===== src/sv/mmet_pkg.sv =====
// ----------------------------------------------------------------------------
// mmet_pkg: shared constants and types for the edge timestamp core
// Channel count, filter window length and the timestamp widths.
// ----------------------------------------------------------------------------
`default_nettype none

package mmet_pkg;

  localparam int NUM_CH      = 4;
  localparam int CH_W        = 2;
  localparam int WINDOW_LEN  = 8;
  localparam int STAMP_WIDTH = 16;
  localparam int TIME_W      = 16;
  // bits of the timer that can survive both the stamp mask and the field width
  localparam int STAMP_KEEP  = (STAMP_WIDTH < TIME_W) ? STAMP_WIDTH : TIME_W;

  typedef struct packed {
    logic filt;  // filtered level after this tick
    logic fall;  // filtered level fell 1 -> 0 on this tick
  } lane_stat_t;

endpackage

`default_nettype wire


===== src/sv/mmet_lane.sv =====
// ----------------------------------------------------------------------------
// mmet_lane: one channel of glitch filter, edge detect and timer capture
// Shifts the pin sample into a window, ANDs the window, flags a falling
// filtered level and latches the timer on that edge.
// ----------------------------------------------------------------------------
`default_nettype none

module mmet_lane (
  input  wire logic                              clk_i,
  input  wire logic                              rst_ni,
  input  wire logic                              accept_i,
  input  wire logic                              level_i,
  input  wire logic [mmet_pkg::TIME_W-1:0]       time_i,
  output mmet_pkg::lane_stat_t                   stat_o,
  output logic      [mmet_pkg::STAMP_KEEP-1:0]   stamp_o
);

  logic [mmet_pkg::WINDOW_LEN-1:0] hist_q, hist_d;
  logic                            filt_q, filt_d;
  logic [mmet_pkg::STAMP_KEEP-1:0] stamp_q;
  logic                            fall;

  generate
    if (mmet_pkg::WINDOW_LEN == 1) begin : g_single
      assign hist_d = level_i;
    end else begin : g_shift
      assign hist_d = {hist_q[mmet_pkg::WINDOW_LEN-2:0], level_i};
    end
  endgenerate

  assign filt_d = &hist_d;
  assign fall   = filt_q & ~filt_d;

  always_ff @(posedge clk_i or negedge rst_ni) begin
    if (!rst_ni) begin
      hist_q  <= '1;
      filt_q  <= 1'b0;
      stamp_q <= '0;
    end else if (accept_i) begin
      hist_q <= hist_d;
      filt_q <= filt_d;
      if (fall) begin
        stamp_q <= time_i[mmet_pkg::STAMP_KEEP-1:0];
      end
    end
  end

  assign stat_o.filt = filt_q;
  assign stat_o.fall = fall;
  assign stamp_o     = stamp_q;

endmodule

`default_nettype wire


===== src/sv/mmet_merge.sv =====
// ----------------------------------------------------------------------------
// mmet_merge: arrival order of falling edges across all lanes
// Appends edge channels lowest first into a four-slot order and counts
// arrivals; flags the tick on which the round wraps.
// ----------------------------------------------------------------------------
`default_nettype none

module mmet_merge (
  input  wire logic                                          clk_i,
  input  wire logic                                          rst_ni,
  input  wire logic                                          accept_i,
  input  wire logic [mmet_pkg::NUM_CH-1:0]                   fall_i,
  output logic      [mmet_pkg::NUM_CH*mmet_pkg::CH_W-1:0]    order_o,
  output logic      [mmet_pkg::CH_W-1:0]                     fill_o,
  output logic                                               done_o
);

  logic [mmet_pkg::NUM_CH-1:0][mmet_pkg::CH_W-1:0] slots_q, slots_d;
  logic [mmet_pkg::CH_W-1:0]                       fill_q, fill_d;
  logic                                            done;

  // several edges in one tick may wrap the round part-way through
  always_comb begin
    slots_d = slots_q;
    fill_d  = fill_q;
    done    = 1'b0;
    for (int c = 0; c < mmet_pkg::NUM_CH; c++) begin
      if (fall_i[c]) begin
        slots_d[fill_d] = mmet_pkg::CH_W'(c);
        fill_d          = fill_d + 1'b1;
        if (fill_d == '0) begin
          done = 1'b1;
        end
      end
    end
  end

  always_ff @(posedge clk_i or negedge rst_ni) begin
    if (!rst_ni) begin
      slots_q <= '0;
      fill_q  <= '0;
    end else if (accept_i) begin
      slots_q <= slots_d;
      fill_q  <= fill_d;
    end
  end

  assign order_o = slots_q;
  assign fill_o  = fill_q;
  assign done_o  = done;

endmodule

`default_nettype wire


===== src/sv/multi_mic_edge_timestamp_core.sv =====
// ----------------------------------------------------------------------------
// multi_mic_edge_timestamp_core: four-channel filtered input capture
// Glitch filter per channel, falling-edge timer capture and arrival order.
// ----------------------------------------------------------------------------
// Usage:
//   Input channel: one word per sample tick (mic_levels_i, time_now_i),
//   taken when in_valid_i is high and in_stall_o is low.
//   Output channel: one word per input word, presented with out_valid_o and
//   taken when out_stall_i is low.
//   The result of a word taken at a clock edge is valid after that same
//   edge. Throughput is one word per cycle while the receiver does not stall;
//   the four lanes and the order merge all settle combinationally between
//   the input handshake and the output register.
//   When the receiver stalls, the result holds and in_stall_o rises while
//   the output register is full and stalled; it drops in the cycle the
//   word is taken, so a new word can be taken in that same cycle.
//   Reset sets every window to all ones, clears the previous filtered
//   levels, the timer captures, the order slots and the count, and empties
//   the output register. No clearing pass; the block takes words at once.
// ----------------------------------------------------------------------------
`default_nettype none

module multi_mic_edge_timestamp_core (
  input  wire logic        clk_i,
  input  wire logic        rst_ni,
  input  wire logic        in_valid_i,
  output logic             in_stall_o,
  input  wire logic [3:0]  mic_levels_i,
  input  wire logic [15:0] time_now_i,
  output logic             out_valid_o,
  input  wire logic        out_stall_i,
  output logic [3:0]       filtered_levels_o,
  output logic [3:0]       falling_edges_o,
  output logic [7:0]       arrival_order_o,
  output logic [1:0]       arrival_count_o,
  output logic             round_done_o,
  output logic [15:0]      stamp_ch0_o,
  output logic [15:0]      stamp_ch1_o,
  output logic [15:0]      stamp_ch2_o,
  output logic [15:0]      stamp_ch3_o
);

  mmet_pkg::lane_stat_t                   stat  [mmet_pkg::NUM_CH];
  logic [mmet_pkg::STAMP_KEEP-1:0]        stamp [mmet_pkg::NUM_CH];
  logic [mmet_pkg::NUM_CH-1:0]            falls;
  logic [mmet_pkg::NUM_CH-1:0]            filts;
  logic                                   in_acc;
  logic                                   done;
  logic                                   out_valid_q, out_valid_d;
  logic [mmet_pkg::NUM_CH-1:0]            edges_q;
  logic                                   done_q;

  assign in_stall_o = out_valid_q & out_stall_i;
  assign in_acc     = in_valid_i & ~in_stall_o;

  generate
    for (genvar c = 0; c < mmet_pkg::NUM_CH; c++) begin : g_lane
      mmet_lane u_lane (
        .clk_i    (clk_i),
        .rst_ni   (rst_ni),
        .accept_i (in_acc),
        .level_i  (mic_levels_i[c]),
        .time_i   (time_now_i),
        .stat_o   (stat[c]),
        .stamp_o  (stamp[c])
      );
      assign falls[c] = stat[c].fall;
      assign filts[c] = stat[c].filt;
    end
  endgenerate

  mmet_merge u_merge (
    .clk_i    (clk_i),
    .rst_ni   (rst_ni),
    .accept_i (in_acc),
    .fall_i   (falls),
    .order_o  (arrival_order_o),
    .fill_o   (arrival_count_o),
    .done_o   (done)
  );

  always_comb begin
    out_valid_d = out_valid_q;
    if (in_acc) begin
      out_valid_d = 1'b1;
    end else if (!out_stall_i) begin
      out_valid_d = 1'b0;
    end
  end

  always_ff @(posedge clk_i or negedge rst_ni) begin
    if (!rst_ni) begin
      out_valid_q <= 1'b0;
      edges_q     <= '0;
      done_q      <= 1'b0;
    end else begin
      out_valid_q <= out_valid_d;
      if (in_acc) begin
        edges_q <= falls;
        done_q  <= done;
      end
    end
  end

  // lane state only moves on a taken input word, so it doubles as payload
  assign out_valid_o       = out_valid_q;
  assign filtered_levels_o = filts;
  assign falling_edges_o   = edges_q;
  assign round_done_o      = done_q;
  assign stamp_ch0_o       = 16'(stamp[0]);
  assign stamp_ch1_o       = 16'(stamp[1]);
  assign stamp_ch2_o       = 16'(stamp[2]);
  assign stamp_ch3_o       = 16'(stamp[3]);

`ifndef SYNTHESIS
  a_edge_low: assert property (@(posedge clk_i) disable iff (!rst_ni)
    out_valid_o |-> ((falling_edges_o & filtered_levels_o) == 4'd0))
    else $error("edge reported on a channel still filtered high");

  a_done_needs_edge: assert property (@(posedge clk_i) disable iff (!rst_ni)
    (out_valid_o && round_done_o) |-> (falling_edges_o != 4'd0))
    else $error("round done without any falling edge");

  a_count_hold: assert property (@(posedge clk_i) disable iff (!rst_ni)
    (in_acc && (falls == '0)) |=> (arrival_count_o == $past(arrival_count_o)))
    else $error("arrival count moved without an edge");
`endif

endmodule

`default_nettype wire

===== config.mk =====
export PLATFORM = sky130hd
export DESIGN_NAME = multi_mic_edge_timestamp_core
export DESIGN_NICKNAME = d
export VERILOG_FILES = /design/src/sv/mmet_pkg.sv /design/src/sv/mmet_lane.sv /design/src/sv/mmet_merge.sv /design/src/sv/multi_mic_edge_timestamp_core.sv
export SDC_FILE = /design/constraint.sdc
export NUM_CORES = 1
export LEC_CHECK = 0
export ABC_AREA = 1
export BUFFER_PORTS_ARGS = -buffer_cell sky130_fd_sc_hd__buf_2
export CAP_MARGIN = 10
export CORE_ASPECT_RATIO = 0.75
export CORE_UTILIZATION = 40
export DETAILED_ROUTE_END_ITERATION = 10
export PLACE_DENSITY = 0.65
export REMOVE_ABC_BUFFERS = 1
export SLEW_MARGIN = 5
export SYNTH_ARGS = -nofsm -noshare
export SYNTH_HDL_FRONTEND = slang
export SYNTH_SLANG_ARGS = --single-unit

===== constraint.sdc =====
create_clock -name clk_i -period 6.3 [get_ports clk_i]
set_input_delay 0.315 -clock clk_i [delete_from_list [all_inputs] [get_ports clk_i]]
set_output_delay 0.315 -clock clk_i [all_outputs]
set_load 0.1 [all_outputs]

Yosys cells after proc, flatten, opt, wreduce, memory -nomap -nowiden --
Cells that the tools add are included.
Word-level totals: memories kept 0, bits in registers 112, memory bits (writable) 0, logic and storage cells 95, output and inout bits 85, bits in read-only memories 0, bits in latches 0
Cells by class: multiplexer cells 26, bitwise gates (word level) 20, divide/modulo/power cells 0, reductions and logical operators 16, $add $sub $neg 4, $lt $le $gt $ge 8, shifts and indexed selects 0, multiply operators 0, eq/ne operators 1
Operators with widths (count):
- 8-bit two-way mux | 4
- 8-bit AND reduction | 4
- 2-bit demux with 2-bit select | 4
- 2-bit two-way mux | 8
- 2-bit by 3-bit < comparator with 1-bit output (second input constant) | 4
- 1-bit two-way mux | 10
- 2-bit by 1-bit adder with 2-bit output (second input constant) | 4
- 4-bit AND | 2
- 8-bit AND | 1
- 2-bit by 1-bit >= comparator with 1-bit output (second input constant) | 4
- 2-bit logical NOT | 4
- 4-bit inverter | 2
- 8-bit inverter | 1
- 4-bit bitwise OR | 2
- 8-bit bitwise OR | 1
- 2-bit AND reduction | 4
- 1-bit AND | 6
- 1-bit inverter | 5
- 1-bit logical AND | 4
- 2-bit by 1-bit != test with 1-bit output (second input constant) | 1

Depth between registers and ports, before layout --
depth in word-level cells 15, depth in mapped cells 16, mapped depth without buffers 16

Hierarchy --
A second synthesis with hierarchy kept.
Unflattened totals: cells, all modules 591, area, all modules 5315.1 sq um
Modules (own cells, without submodules):
- mmet_lane | seq. area each 609.3 sq um, cells an instance 111, area an instance 1041.0 sq um, times used 4
- mmet_merge | seq. area each 250.2 sq um, cells an instance 121, area an instance 909.6 sq um, times used 1
- multi_mic_edge_timestamp_core | seq. area each 150.1 sq um, cells an instance 26, area an instance 241.5 sq um, times used 1

Worst setup path after synthesis --
Ideal clock, no wire load.
kind reg-to-reg, from reg u_merge.fill_q, in the netlist u_merge.fill_o[0], to reg u_merge.fill_q, in the netlist u_merge.fill_o[1], path slack 2950 ps, stages on the path, launching flop included 15, arrival time 3230 ps, path through dfrtp_1 -> inv_1 -> ha_1 -> nand3_1 -> nand2_1 -> ha_1 -> nand2_1 -> nand2_2 -> inv_1 -> ha_1 -> or2_2 -> nand2_1 -> nand3_2 -> nand3_1 -> nand2_1
Between the ends: longest elaborated chain between the ends 8
RTL lines:
- start, declared | line mmet_merge.sv:19 | logic [mmet_pkg::CH_W-1:0] fill_q, fill_d;
- start signal, assigned | line mmet_merge.sv:44 | fill_q <= fill_d;
- 2-bit by 1-bit adder with 2-bit output | line mmet_merge.sv:30 | fill_d = fill_d + 1'b1;
- 2-bit two-way mux (*) | line mmet_merge.sv:28 | if (fall_i[c]) begin
- 2-bit by 1-bit adder with 2-bit output | line mmet_merge.sv:30
- 2-bit two-way mux (*) | line mmet_merge.sv:28
- 2-bit by 1-bit adder with 2-bit output | line mmet_merge.sv:30
- 2-bit two-way mux (*) | line mmet_merge.sv:28
- 2-bit by 1-bit adder with 2-bit output | line mmet_merge.sv:30
- 2-bit two-way mux (*) | line mmet_merge.sv:28
Mark *: on every way between the ends. The rest lies on a longest branch, timed or not. A chain may end at the register's enable or synchronous reset.

Worst setup path after layout --
Same ends and word-level chain as after synthesis.

==> flow_summary.toml <==
[power]
power_frac_clock_pct = 32.8
p_sw_mw = 0.537
power_frac_comb_pct = 17.5
power_frac_seq_pct = 49.7
p_sw_share_pct = 32.0
powerDensity_nw_per_um2 = 292
ir_worst_vdd_uv = 150
power.leakage_nw = 2.95
power.internal_mw = 1.14

[cts]
root_buffer = "clkbuf_16"
clk-insertion-delay-late_ps = 350
ctsResizeCount = 0
cts_num_sinks = 112
cts.path.max_buffers = 2
htreeDepth = 3
post-cts-setup-buffer-count = 0
tritoncts = "done"
path_clk_slew_ps = 70
holdBufCountCts = 1
numCtsBuffers = 9

[grt]
grt_max_degree = 86
overflow = 0
antenna_found_initial = 0
gr-usage-all-layers_pct = 19.1
grt_pass1_vias = 3774
grt_pass1_wl_um = 18600

[sta]
finalHoldViolations = 0
fin_crit_ps = 2840
finalClockSkew_ps = 10.2
max_slew_margin_pct = 24.2
finalCritPeriodShare_pct = 45.1
fmax_ghz = 0.352
fin_setup_tns_ps = 0
setup_viol = 0
max_slew.worst_pin.slew_ps = 1130
hold_slack_ps = 169
rsz0062_at_grt = "no"
drv_slew = 0
setup_slack_ps = 3460

[synth]
synth-seq-area-share_pct = 58.9
synthTopCellsByCount = "nand2_1 (157), o21ai_0 (100), dfrtp_1 (84)"
synthArstFlopShare_pct = 100
synth.most_common_cell = "nand2_1"
ys_ff_latch = 112
ys_top_cells_by_area = "dfrtp_1 (44%), dfstp_2 (15%), nand2_1 (12%), o21ai_0 (10%), inv_1 (3.8%)"
synth_top_cell_by_area = "dfrtp_1"
syn_inst = 529
ys.warnings.count = 0
avgSynthCellArea_um2 = 9.10
synth-edff-count = 0
synth_ff_type = "dfrtp_1"
synth_top_area_share_pct = 43.7
ys_types = 26
synth_area_um2 = 4810

[placement]
io_buffers = 108
dp.cells = 778
gp_congestion = 0.815
place_ws_ps = 3450
hpwlAfterDp_um = 7440

[worst_setup_path]
criticalPathCategory = "reg -> reg"
startpoint_type = "flop"
cp.arrival_ps = 3080
cp_max_fo = 7
crit_required_ps = 6540
cp-end-kind = "flop"

[die]
chipHeight_um = 97.0
start_util_pct = 41.3
core_area_um2 = 11700
boundaryPins = 109
dieArea_um2 = 12500
die_w_um = 129
rows = 34

[routing]
drtPass1Iterations = 5
num_vias = 3818
totalWireLength_um = 11100
wl_per_cell_um = 14.0
drt_iter0_drc = 229
route.antenna.remaining_nets = 0
drc = 0
via_per_inst = 4.80

[final_layout]
num_antenna_cells = 0
fillerInstances = 1118
instances_no_fill = 795
layout-drive-gt1-share_pct = 27.2
areaGrowthSynthToFinish_pct = 19.5
finalNetCount = 666

[job]
maxCapViolCount = 0

[hold_path]
hold_class = "in -> reg"

[status]
status = "completed"
kinds of logic (layout without fill, tap and decap cells):
kind of cell	count (synthesis)	count (layout)	synth area share (%)
AOI/OAI and AO/OA	118	118	12.6
adders and majority gates	14	14	3.64
buffers and inverters	75	179	6.63
DFF	112	112	58.9
and+or+nand+nor	210	210	18.2
path summary, 6_finish.rpt:
path | start | end | slack [ps] | cells past startpoint
setup / recovery | u_merge.fill_o[0] | u_merge.fill_o[1] | 3460 | 14
max in group asynchronous | rst_ni | u_merge.order_o[0] | 4500 | 3
hold / removal | mic_levels_i[1] | g_lane[1].u_lane.hist_q[0] | 170 | 3
hold reg to reg | g_lane[0].u_lane.hist_q[6] | g_lane[0].u_lane.hist_q[6] | 470 | 2
setup reg to reg | u_merge.fill_o[0] | u_merge.fill_o[1] | 3460 | 14
min in group asynchronous | rst_ni | g_lane[1].u_lane.filt_q | 430 | 2
power groups by stage:
stage | Clock, mW | Combinational [mW] | Sequential (mW)
5_1_grt | 0.592 | 0.323 | 0.840
3_3_place_gp | 0 | 0.288 | 0.843
4_1_cts | 0.565 | 0.296 | 0.833
2_1_floorplan | 0 | 0.102 | 0.960
6_report | 0.550 | 0.294 | 0.833
3_5_place_dp | 0 | 0.294 | 0.846
sequential cells by signal, summed over array words and instances, names as in the netlist:
register	cells
g_lane.u_lane.stamp_o	64
g_lane.u_lane.hist_q	28
u_merge.order_o	8
falling_edges_o	4
g_lane.u_lane.filt_q	4
u_merge.fill_o	2
out_valid_o	1
round_done_o	1
worst max-delay path, stage by stage (launching register included):
cell	delay [ps]
dfrtp_1	460
inv_1	170
ha_1	320
nand3_1	120
nand2_1	130
ha_1	300
nand2_1	70
nand2_2	110
inv_1	70
ha_1	280
or2_2	300
nand2_1	110
nand3_2	140
nand3_1	120
nand2_1	50
layout by cell type (no fill, tap or decap), types with 2 or more instances in the layout:
master / n
dfstp_2: 28
nand3_1: 19
nor2_2: 2
dfrtp_1: 84
nand4_1: 2
buf_4: 5
nand2_2: 7
nand2_4: 2
buf_2: 107
nor2_1: 15
ha_1: 14
or2_2: 2
nand2_1: 157
clkinvlp_4: 3
inv_6: 2
a21oi_1: 12
nand3_2: 2
inv_1: 49
clkbuf_16: 9
o211ai_1: 3
o21ai_0: 100
layer usage:
metal	vias up	routed length, um	GRT usage [%]
li1	1878	-	-
met1	1803	5240	25.9
met2	124	4900	28.7
met3	13	862	7.08
met4	0	125	4.71
met5	-	0	0
through the flow:
| step | instance area, um2 | power [mW] | util [%] |
|---|---|---|---|
| after floorplan | 4680 | 1.06 | - |
| after global placement | 5460 | 1.13 | 46.8 |
| after detailed placement | 5460 | 1.14 | 46.8 |
| after CTS | 5750 | 1.69 | 49.3 |
| after global routing | 5750 | 1.76 | 49.3 |
| final | 5750 | 1.68 | 49.3 |
area by class of cell:
class | count | area (um2) | share of cell area [%]
Tap cell | 162 | 203 | 3.52
Clock inverter | 5 | 40.0 | 0.696
Inverter | 50 | 188 | 3.26
Timing Repair Buffer | 113 | 583 | 10.1
Multi-Input combinational cell | 342 | 1660 | 28.8
Sequential cell | 112 | 2840 | 49.3
Clock buffer | 11 | 243 | 4.22
Power figures use the tool's default switching activity.
